`src/hdl/wgm_pkg.sv`:
```
`default_nettype none

package wgm_pkg;

    // Pattern capacity and derived widths
    localparam int MAX_PATTERN = 32;
    localparam int LEN_W       = $clog2(MAX_PATTERN + 1);
    localparam int CHAR_W      = 8;
    localparam int IN_TDATA_W  = 16;
    localparam int OUT_TDATA_W = 8;

    // Wildcard characters
    localparam logic [CHAR_W-1:0] STAR_CHAR = 8'h2A;
    localparam logic [CHAR_W-1:0] ANY_CHAR  = 8'h3F;

    // Input item kinds
    typedef enum logic [1:0] {
        MODE_CLEAR   = 2'd0,
        MODE_APPEND  = 2'd1,
        MODE_RESTART = 2'd2,
        MODE_TEXT    = 2'd3
    } mode_t;

    // Control broadcast from the top level to every cell
    typedef struct packed {
        logic              step_en;    // text character transfer
        logic              restart;    // reload the row from lead
        logic [LEN_W-1:0]  lead;       // leading star count after this transfer
        logic [LEN_W-1:0]  length;     // pattern length before this transfer
        logic [CHAR_W-1:0] text_char;
        logic              wr_en;      // store a pattern character
        logic [LEN_W-1:0]  wr_pos;     // 1-based cell position to write
    } cell_ctrl_t;

endpackage

`default_nettype wire

```
`src/hdl/wildcard_glob_matcher.sv`:
```
// Streaming glob matcher for '?' and '*'. Load a pattern of up to 32
// characters with append transfers, then stream text characters; every
// input transfer returns one result telling whether the text since the
// last restart matches the whole pattern, plus an overflow flag for a
// dropped pattern character. Clear, append and restart all restart the
// text. One item is taken per clock unless a held result stalls the input,
// and its result appears on the output register in the next cycle; the
// cycle time is set by the OR chain rippling through the 32 pattern cells
// when stars are present. No clearing pass is needed after reset.
`default_nettype none

module wildcard_glob_matcher (
    input  wire logic                           clk,
    input  wire logic                           rst_n,
    input  wire logic                           s_tvalid,
    output logic                                s_tready,
    input  wire logic [wgm_pkg::IN_TDATA_W-1:0] s_tdata,   // [1:0] mode, [9:2] char_in
    output logic                                m_tvalid,
    input  wire logic                           m_tready,
    output logic [wgm_pkg::OUT_TDATA_W-1:0]     m_tdata    // [0] matched, [1] overflow
);
    import wgm_pkg::*;

    logic              in_fire;
    mode_t             mode;
    logic [CHAR_W-1:0] char_in;

    logic [LEN_W-1:0]  length_reg, length_next;
    logic [LEN_W-1:0]  lead_reg, lead_next;
    logic              row0_reg, row0_next;
    logic              out_valid_reg, out_valid_next;
    logic              matched_reg, matched_next;
    logic              ovf_reg, ovf_next;

    cell_ctrl_t        ctrl;
    logic              row_q   [MAX_PATTERN:0];
    logic              nxt     [MAX_PATTERN:0];

    assign mode     = mode_t'(s_tdata[1:0]);
    assign char_in  = s_tdata[CHAR_W+1:2];
    assign s_tready = !out_valid_reg || m_tready;
    assign in_fire  = s_tvalid && s_tready;

    // Pattern bookkeeping and cell control
    always_comb
    begin
        length_next    = length_reg;
        lead_next      = lead_reg;
        ovf_next       = 1'b0;
        ctrl           = '0;
        ctrl.length    = length_reg;
        ctrl.text_char = char_in;
        ctrl.wr_pos    = length_reg + LEN_W'(1);
        if (in_fire)
        begin
            case (mode)
                MODE_CLEAR:
                begin
                    length_next  = '0;
                    lead_next    = '0;
                    ctrl.restart = 1'b1;
                end
                MODE_APPEND:
                begin
                    ctrl.restart = 1'b1;
                    if (length_reg < LEN_W'(MAX_PATTERN))
                    begin
                        ctrl.wr_en  = 1'b1;
                        length_next = length_reg + LEN_W'(1);
                        if (char_in == STAR_CHAR && lead_reg == length_reg)
                            lead_next = lead_reg + LEN_W'(1);
                    end
                    else
                        ovf_next = 1'b1;
                end
                MODE_RESTART:
                    ctrl.restart = 1'b1;
                MODE_TEXT:
                    ctrl.step_en = 1'b1;
                default:
                    ctrl.step_en = 1'b0;
            endcase
        end
        ctrl.lead = lead_next;
    end

    // Column zero: set by a restart, cleared by any text character
    always_comb
    begin
        row0_next = row0_reg;
        if (ctrl.restart)
            row0_next = 1'b1;
        else if (ctrl.step_en)
            row0_next = 1'b0;
    end

    assign row_q[0] = row0_reg;
    assign nxt[0]   = 1'b0;

    // Row of pattern cells
    for (genvar g = 0; g < MAX_PATTERN; g++)
    begin : g_cell
        wgm_cell u_cell (
            .clk      (clk),
            .rst_n    (rst_n),
            .idx      (LEN_W'(g + 1)),
            .ctrl     (ctrl),
            .left_row (row_q[g]),
            .left_next(nxt[g]),
            .row      (row_q[g+1]),
            .next_bit (nxt[g+1])
        );
    end

    // Result of this transfer
    always_comb
    begin
        matched_next   = matched_reg;
        out_valid_next = out_valid_reg && !m_tready;
        if (in_fire)
        begin
            out_valid_next = 1'b1;
            if (ctrl.step_en)
                matched_next = nxt[length_reg];
            else
                matched_next = (lead_next == length_next);
        end
    end

    // Control registers
    always_ff @(posedge clk or negedge rst_n)
    begin
        if (!rst_n)
        begin
            length_reg    <= '0;
            lead_reg      <= '0;
            row0_reg      <= 1'b1;
            out_valid_reg <= 1'b0;
        end
        else
        begin
            length_reg    <= length_next;
            lead_reg      <= lead_next;
            row0_reg      <= row0_next;
            out_valid_reg <= out_valid_next;
        end
    end

    // Output payload
    always_ff @(posedge clk)
    begin
        if (in_fire)
        begin
            matched_reg <= matched_next;
            ovf_reg     <= ovf_next;
        end
    end

    assign m_tvalid = out_valid_reg;
    assign m_tdata  = {{(OUT_TDATA_W - 2){1'b0}}, ovf_reg, matched_reg};

endmodule

`default_nettype wire

```
`src/hdl/wgm_cell.sv`:
```
`default_nettype none

module wgm_cell (
    input  wire logic                      clk,
    input  wire logic                      rst_n,
    input  wire logic [wgm_pkg::LEN_W-1:0] idx,        // 1-based position of this cell
    input  wire wgm_pkg::cell_ctrl_t       ctrl,
    input  wire logic                      left_row,   // row bit of the left neighbor
    input  wire logic                      left_next,  // new row bit of the left neighbor
    output logic                           row,
    output logic                           next_bit
);
    import wgm_pkg::*;

    logic              row_reg;
    logic              row_next;
    logic [CHAR_W-1:0] char_reg;
    logic              active;

    assign active = (idx <= ctrl.length);
    assign row    = row_reg;

    // DP update: star passes the chain along, '?' or a matching char takes the diagonal
    always_comb
    begin
        next_bit = 1'b0;
        if (active)
        begin
            if (char_reg == STAR_CHAR)
                next_bit = row_reg | left_next;
            else if (char_reg == ANY_CHAR || char_reg == ctrl.text_char)
                next_bit = left_row;
            else
                next_bit = 1'b0;
        end
    end

    always_comb
    begin
        row_next = row_reg;
        if (ctrl.restart)
            row_next = (idx <= ctrl.lead);
        else if (ctrl.step_en)
            row_next = next_bit;
    end

    // Match bit
    always_ff @(posedge clk or negedge rst_n)
    begin
        if (!rst_n)
            row_reg <= 1'b0;
        else
            row_reg <= row_next;
    end

    // Pattern character, no reset
    always_ff @(posedge clk)
    begin
        if (ctrl.wr_en && ctrl.wr_pos == idx)
            char_reg <= ctrl.text_char;
    end

endmodule

`default_nettype wire

```
`config.mk`:
```
export PLATFORM = sky130hd
export DESIGN_NAME = wildcard_glob_matcher
export DESIGN_NICKNAME = d
export VERILOG_FILES = /design/src/hdl/wgm_pkg.sv /design/src/hdl/wildcard_glob_matcher.sv /design/src/hdl/wgm_cell.sv
export SDC_FILE = /design/constraint.sdc
export NUM_CORES = 1
export LEC_CHECK = 0
export BUFFER_PORTS_ARGS = -buffer_cell sky130_fd_sc_hd__buf_4
export CAP_MARGIN = 20
export CELL_PAD_IN_SITES_DETAIL_PLACEMENT = 2
export CELL_PAD_IN_SITES_GLOBAL_PLACEMENT = 2
export CORE_UTILIZATION = 43
export DETAILED_ROUTE_END_ITERATION = 8
export PLACE_DENSITY_LB_ADDON = 0.1
export SYNTH_ARGS = -nofsm -noshare
export SYNTH_HDL_FRONTEND = slang
export SYNTH_SLANG_ARGS = --single-unit
```
`constraint.sdc`:
```
create_clock -name clk -period 4.6 [get_ports clk]
set_input_delay 0.46 -clock clk [delete_from_list [all_inputs] [get_ports clk]]
set_output_delay 0.46 -clock clk [all_outputs]
set_load 0.01 [all_outputs]
```
==> results.md, run 1 <==
- CTS max path bufs: 3
- Post-DP HPWL: 46090 um
- Final Hold Viols: 0
- Post-Syn Area per Cell: 11.11 sq um
- Nets@finish: 1672
- Clk pin slew, worst setup/hold paths: 0.06 ns
- Vias in the first global route: 14770
- Most frequent cell after synthesis: edfxtp_1
- Inserted Clock Buffers: 37
- Diodes inserted: 0
- Top-area cell type share of the netlist area: 46.53%
- CTS tree: yes
- Library cells used by synthesis: 90
- Synth cell count leaders: 258 x edfxtp_1, 222 x xnor2_1, 131 x nor2_1
- Crit path launch type: register
- Fmax: 221.4 MHz
- Worst-Skew Late Latency: 0.56 ns
- Die area: 39510 sq um
- Drt wl/cell: 28.96 um
- Tot Pwr: 6.869 mW
- Filler cell count: 3804
- Area contributors post-synth: edfxtp_1 47%, xnor2_1 12%, dfrtp_1 6.8%
- Share of cells above drive strength 1: 15.98%
- Synth Register Bits: 304
- Max FFs per register: 256
- Clock root buffer: clkbuf_16
- Outcome: finished, final reports clean
- Drt total wl: 63190 um
- Post-DRT Antenna Nets: 0
- Clock Skews: 0.02164 ns
- Ys async rst share: 15.13%
- Max_cap viols: 0
- Drt first pass iters: 5
- H-tree depth: 2
- Netlist Area Pre-Place: 16650 sq um
- Max-slew violation count: 0
- Critical Path Fanout Max: 4
- Buf/Inv on CP: 4
- Largest net degree at the start of global routing: 47
- CP Data Required Time: 4.90 ns
- Post-layout minimum cycle time: 4.518 ns
- Crit Path Class: register to register
- Post-route core utilization: 51.64%
- Area of the multi-input gates: 7313 sq um
- Power density over the cells: 351.5 nW/um^2
- Hold crit path type: input port to register
- Pleak: 6.609 nW
- Max incr delay on CP: 0.44 ns
- GRT Util Overall: 32.90%
- Post-CTS setup buffer count: 0
- Core area: 37840 sq um
- Antenna violations before repair: 0
- Final setup vio count: 0
- Sequential Area: 8900 sq um
- Cell row count: 71
- Max stage delay cell, worst path: dfrtp_1
- Placer congestion estimate: 0.9498
- Port Buf Inserts: 17
- Cell count after synthesis: 1498
- Worst vdd rail ir drop: 329.0 uV
- Setup tns final: 0 ns
- Final Cycle Share: 98.21%
- Total gr overflow: 0
- Synthesis-to-layout area growth: 17.38%
- DRT iter0 DRCs: 913
- Yosys warns: 0
- Crit path cell chain: ha_1, or2_2, nor3_1, buf_4, a21oi_1, o41ai_2, a311oi_2, o2111ai_1, buf_4, and4b_1, o41a_1, o31a_4, a31o_4, buf_4, a21oi_1, buf_4, or3_1, a211o_1
- Clk sink count: 304
- Slew @ Worst Pin: 0.8887 ns
- First-pass GRT wire length: 95280 um
- Area leader, netlist: edfxtp_1
- Worst Path Arrival: 4.82 ns
- Seq/Total Area, Yosys: 53.45%
- Most frequent CP cell: buf_4
- DRC Markers: 0
- Die H: 198.8 um
- Dominant synthesized flop cell: edfxtp_1
- Hold_ws: 0.1419 ns
- Crit path max-delay family: compound AO/OA/AOI/OAI gates
- EDFF count, synth: 258
- Starting density of the core: 44.00%
- Setup crit end kind: register
- Slew HR: 40.30%
- Post-DR vias/cell: 6.121
- Die X: 198.8 um
- Num ports: 30
- Vias: 13360
==> worst paths after layout <==
check / end / cells after the start / start / slack, ns
worst max-delay path: matched_reg / 18 / length_reg[0] / 0.08
worst min-delay path: m_tvalid / 2 / s_tvalid / 0.14
worst max register to register: matched_reg / 18 / length_reg[0] / 0.08
worst min register to register: row0_reg / 2 / row0_reg / 0.51
max in group asynchronous: g_cell[16].u_cell.row / 2 / rst_n / 3.57
min in group asynchronous: lead_reg[0] / 2 / rst_n / 0.53
==> layer usage <==
layer  wire length (um)  track usage (%)  part of all wire, %
met1              27560            44.13                   44
met3               3004            4.103                  4.8
met5                  0                0                    0
met4               2174            12.59                  3.4
met2              30460            54.31                   48
==> layout make-up <==
type	instances	share of cell area, %
Sequential cell	304	45.54
Multi-Input combinational cell	1107	37.42
Timing Repair Buffer	172	7.516
Clock buffer	44	4.981
Tap cell	511	3.271
Clock inverter	20	0.8131
Inverter	24	0.4609
==> cell usage in the layout, fill, tap and decap left out, types with 11 or more instances in the layout <==
cell type	instances
nand2_1	103
nor3_1	40
edfxtp_1	258
o22ai_1	15
nor4_1	17
xnor2_1	222
clkbuf_16	38
o21ai_0	58
buf_12	14
a21oi_1	61
or3_1	16
nand3_1	47
and3_1	20
a211oi_1	11
clkinv_1	11
nand4_1	80
or4_1	14
or2_2	13
buf_4	157
o211ai_1	20
a31oi_1	11
dfrtp_1	45
xor2_1	54
nor2_1	131
inv_1	21
==> metrics by stage <==
step | worst slack [ns] | instances | instance area, sq um
2_1_floorplan | 0.7865 | 1503 | 16670
3_3_place_gp | 0.004662 | 2117 | 18330
3_5_place_dp | -0.1264 | 2117 | 18330
4_1_cts | 0.04968 | 2182 | 19480
5_1_grt | -0.02853 | 2182 | 19540
6_report | 0.08249 | 2182 | 19540
==> where the power goes <==
group	total, mW	internal (mW)	switching (mW)
clock	2.81	1.62	1.19
combinational	0.971	0.328	0.643
sequential	3.08	3.03	0.0528
total	6.87	4.98	1.89
==> timing repair <==
item	in CTS	in global routing
resized for setup	2	11
endpoints found under the setup margin	1	4
pin swaps	0	0
hold buffers	1	0
hold endpoints to repair	45	0
==> cell families after synthesis <==
logic type / count (synthesis) / synth area share [%]
other: 1 / 0.02252
multiplexers: 2 / 0.1277
AND/OR/NAND/NOR: 547 / 17.42
adder cells (fa/ha/maj): 6 / 0.4509
buffers and inverters: 92 / 3.149
AO/OA/AOI/OAI: 270 / 10.86
XOR/XNOR: 276 / 14.52
flip-flops: 304 / 53.45
Note: power is estimated with default switching activity, not from simulation.
==> inputs of run 2 (changes only) <==
--- a/config.mk
+++ b/config.mk
@@ -9,7 +9,7 @@
 export CAP_MARGIN = 20
 export CELL_PAD_IN_SITES_DETAIL_PLACEMENT = 2
 export CELL_PAD_IN_SITES_GLOBAL_PLACEMENT = 2
-export CORE_UTILIZATION = 43
+export CORE_UTILIZATION = 35
 export DETAILED_ROUTE_END_ITERATION = 8
 export PLACE_DENSITY_LB_ADDON = 0.1
 export SYNTH_ARGS = -nofsm -noshare
==> run 2 against run 1 <==
The flow now finishes with violations (design-rule violations). Sequential share of layout area shrank 1.9 points. Clock power grew 7.8%. Sequential power is essentially flat. Sequential cell count is the same. Routed wire length shrank 1.2%. Cell area grew 4.3%. Die area grew 23%. Combinational power grew 6%. Register-to-register slack gained 0.04 ns. Via count shrank 1.0%. Hold slack lost 0.011 ns. Largest cell class unchanged. Highest routed layer unchanged.
==> results.md, run 2 (same netlist as run 1, synthesis figures left out) <==
- Setup tns final: 0 ns (unchanged)
- CTS max path bufs: 3 (unchanged)
- First-pass GRT wire length: 92740 um (-2.7%)
- Post-Layout Cell Count: 2364 (+8.3%)
- GRT Util Overall: 26.08% (-6.8 points)
- CTS tree: yes
- Starting density of the core: 35.61% (-8.4 points)
- Placed Area: 18990 sq um (+3.6%)
- Inserted Clock Buffers: 38 (+2.7%)
- Filler cell count: 4841 (+27%)
- Failing checks: design-rule violations
- Largest net degree at the start of global routing: 47 (unchanged)
- Max-slew violation count: 0 (unchanged)
- Final Hold Viols: 0 (unchanged)
- Worst vdd rail ir drop: 345.6 uV (+5.1%)
- Critical Path Fanout Max: 5 (+1)
- Crit path launch type: register
- Nets@finish: 1752 (+4.8%)
- Fmax: 223.5 MHz (+0.97%)
- Post-DRT Antenna Nets: 0 (unchanged)
- Port Buf Inserts: 17 (unchanged)
- Placed cell count: 2291 (+8.2%)
- Clock root buffer: clkbuf_16
- Setup crit end kind: register
- Post-DR vias/cell: 5.592 (-8.6%)
- DRT iter0 DRCs: 744 (-19%)
- Drt wl/cell: 26.40 um (-8.8%)
- Hold_ws: 0.1307 ns (-0.01115 ns)
- GR peak layer: met2
- Antenna violations before repair: 1 (+1)
- Final instance area: 20390 sq um (+4.3%)
- Post-DP HPWL: 45990 um (-0.21%)
- Clock Skews: 0.01904 ns (-0.002602 ns)
- Met2 GRT Util: 42.55% (-12 points)
- Max FFs per register: 256 (unchanged)
- Vias: 13220 (-1.0%)
- WHS Path Cells: 2 (unchanged)
- Vias in the first global route: 14310 (-3.1%)
- Pleak: 7.057 nW (+6.8%)
- Core area: 46750 sq um (+24%)
- Clk sink count: 304 (unchanged)
- Slew HR: 27.36% (-13 points)
- H-tree depth: 2 (unchanged)
- Power density over the cells: 350.0 nW/um^2 (-0.41%)
- Drt first pass iters: 7 (+2)
- Commonest non-fill, non-tap cells in the layout: 258 x edfxtp_1, 240 x buf_4, 222 x xnor2_1
- Crit Path Class: register to register
- Share of cells above drive strength 1: 20.56% (+4.6 points)
- FF-to-FF path depth: 17 (-1)
- Die X: 220.1 um (+11%)
- Outcome: complete, but fails checks
- CP Data Required Time: 4.91 ns (about the same)
- Final setup vio count: 0 (unchanged)
- Hold crit path type: input port to register
- Final Cycle Share: 97.26% (-0.94 points)
- Die area: 48450 sq um (+23%)
- Num ports: 30 (unchanged)
- Placer congestion estimate: 0.8798 (-7.4%)
- Total gr overflow: 0 (unchanged)
- Leading cell type in the layout, fill and taps excluded: edfxtp_1
- Worst Path Arrival: 4.78 ns (-0.04 ns)
- Synthesis-to-layout area growth: 22.45%
- Slew @ Worst Pin: 1.086 ns (+0.1968 ns)
- Clk pin slew, worst setup/hold paths: 0.06 ns (about the same)
- Met3 Usage GRT: 2.788% (-1.3 points)
- Cell row count: 79 (+11%)
- Post-layout minimum cycle time: 4.474 ns (-0.04342 ns)
- Tot Pwr: 7.136 mW (+3.9%)
- Worst-Skew Late Latency: 0.58 ns (+0.02 ns)
- Drt total wl: 62410 um (-1.2%)
- DRC Markers: 10 (+10)
- Die H: 220.1 um (+11%)
- Max_cap viols: 0 (unchanged)
- Grt met1 use: 36.45% (-7.7 points)
run 2: timing repair:
item	in CTS	in global routing
buffers inserted	0	1
endpoints found under the setup margin	4	4
pin swaps	0	4
hold buffers	1	0
hold endpoints to repair	45	0
resized for setup	4	23
run 2: worst paths after layout:
kind / from / endpoint / slack [ns]
max: length_reg[0] / matched_reg / 0.13
min: s_tvalid / m_tvalid / 0.13
max reg2reg: length_reg[0] / matched_reg / 0.13
min reg2reg: row0_reg / row0_reg / 0.52
max in group asynchronous: rst_n / g_cell[22].u_cell.row / 3.60
min in group asynchronous: rst_n / length_reg[2] / 0.49
run 2: final cells by class:
cell class | count | area (sq um) | share of cell area [%]
Sequential cell | 304 | 8900 | 43.65
Multi-Input combinational cell | 1107 | 7375 | 36.17
Timing Repair Buffer | 251 | 2012 | 9.868
Clock buffer | 50 | 1047 | 5.137
Tap cell | 607 | 759.5 | 3.725
Clock inverter | 20 | 202.7 | 0.9942
Inverter | 24 | 90.09 | 0.4419
Antenna cell | 1 | 2.502 | 0.01227
run 2: worst max-delay path, cell delays in order, from the launching register on:
cell and delay, ns:
dfrtp_1 0.45, ha_1 0.24, or2_2 0.30, nor3_1 0.15, buf_4 0.14, a21oi_1 0.11
o41ai_2 0.41, a311oi_2 0.11, o2111ai_2 0.32, and4b_1 0.36, o41a_1 0.24, o31a_4 0.17
a31o_4 0.17, buf_4 0.12, a21oi_1 0.10, buf_4 0.17, or3_1 0.33, a211o_1 0.31
run 2: power by group:
part           switching [mW]  internal [mW]  leakage, nW
Sequential             0.0413           3.03         2.93
Clock                    1.24           1.79        0.612
Combinational           0.667          0.367         3.51
run 2: routing by layer:
metal / vias to the layer above / wire length (um)
met5: - / 0
met4: 0 / 1472
met3: 74 / 1759
met2: 216 / 29280
met1: 6870 / 29900
li1: 6060 / -
run 2: metrics by stage:
stage / setup slack (ns) / utilization (%)
after floorplan: 0.7865 / -
after global placement: -0.2280 / 40.61
after detailed placement: -0.2725 / 40.61
after CTS: 0.001782 / 43.34
after global routing: -0.001509 / 43.60
final: 0.1259 / 43.61
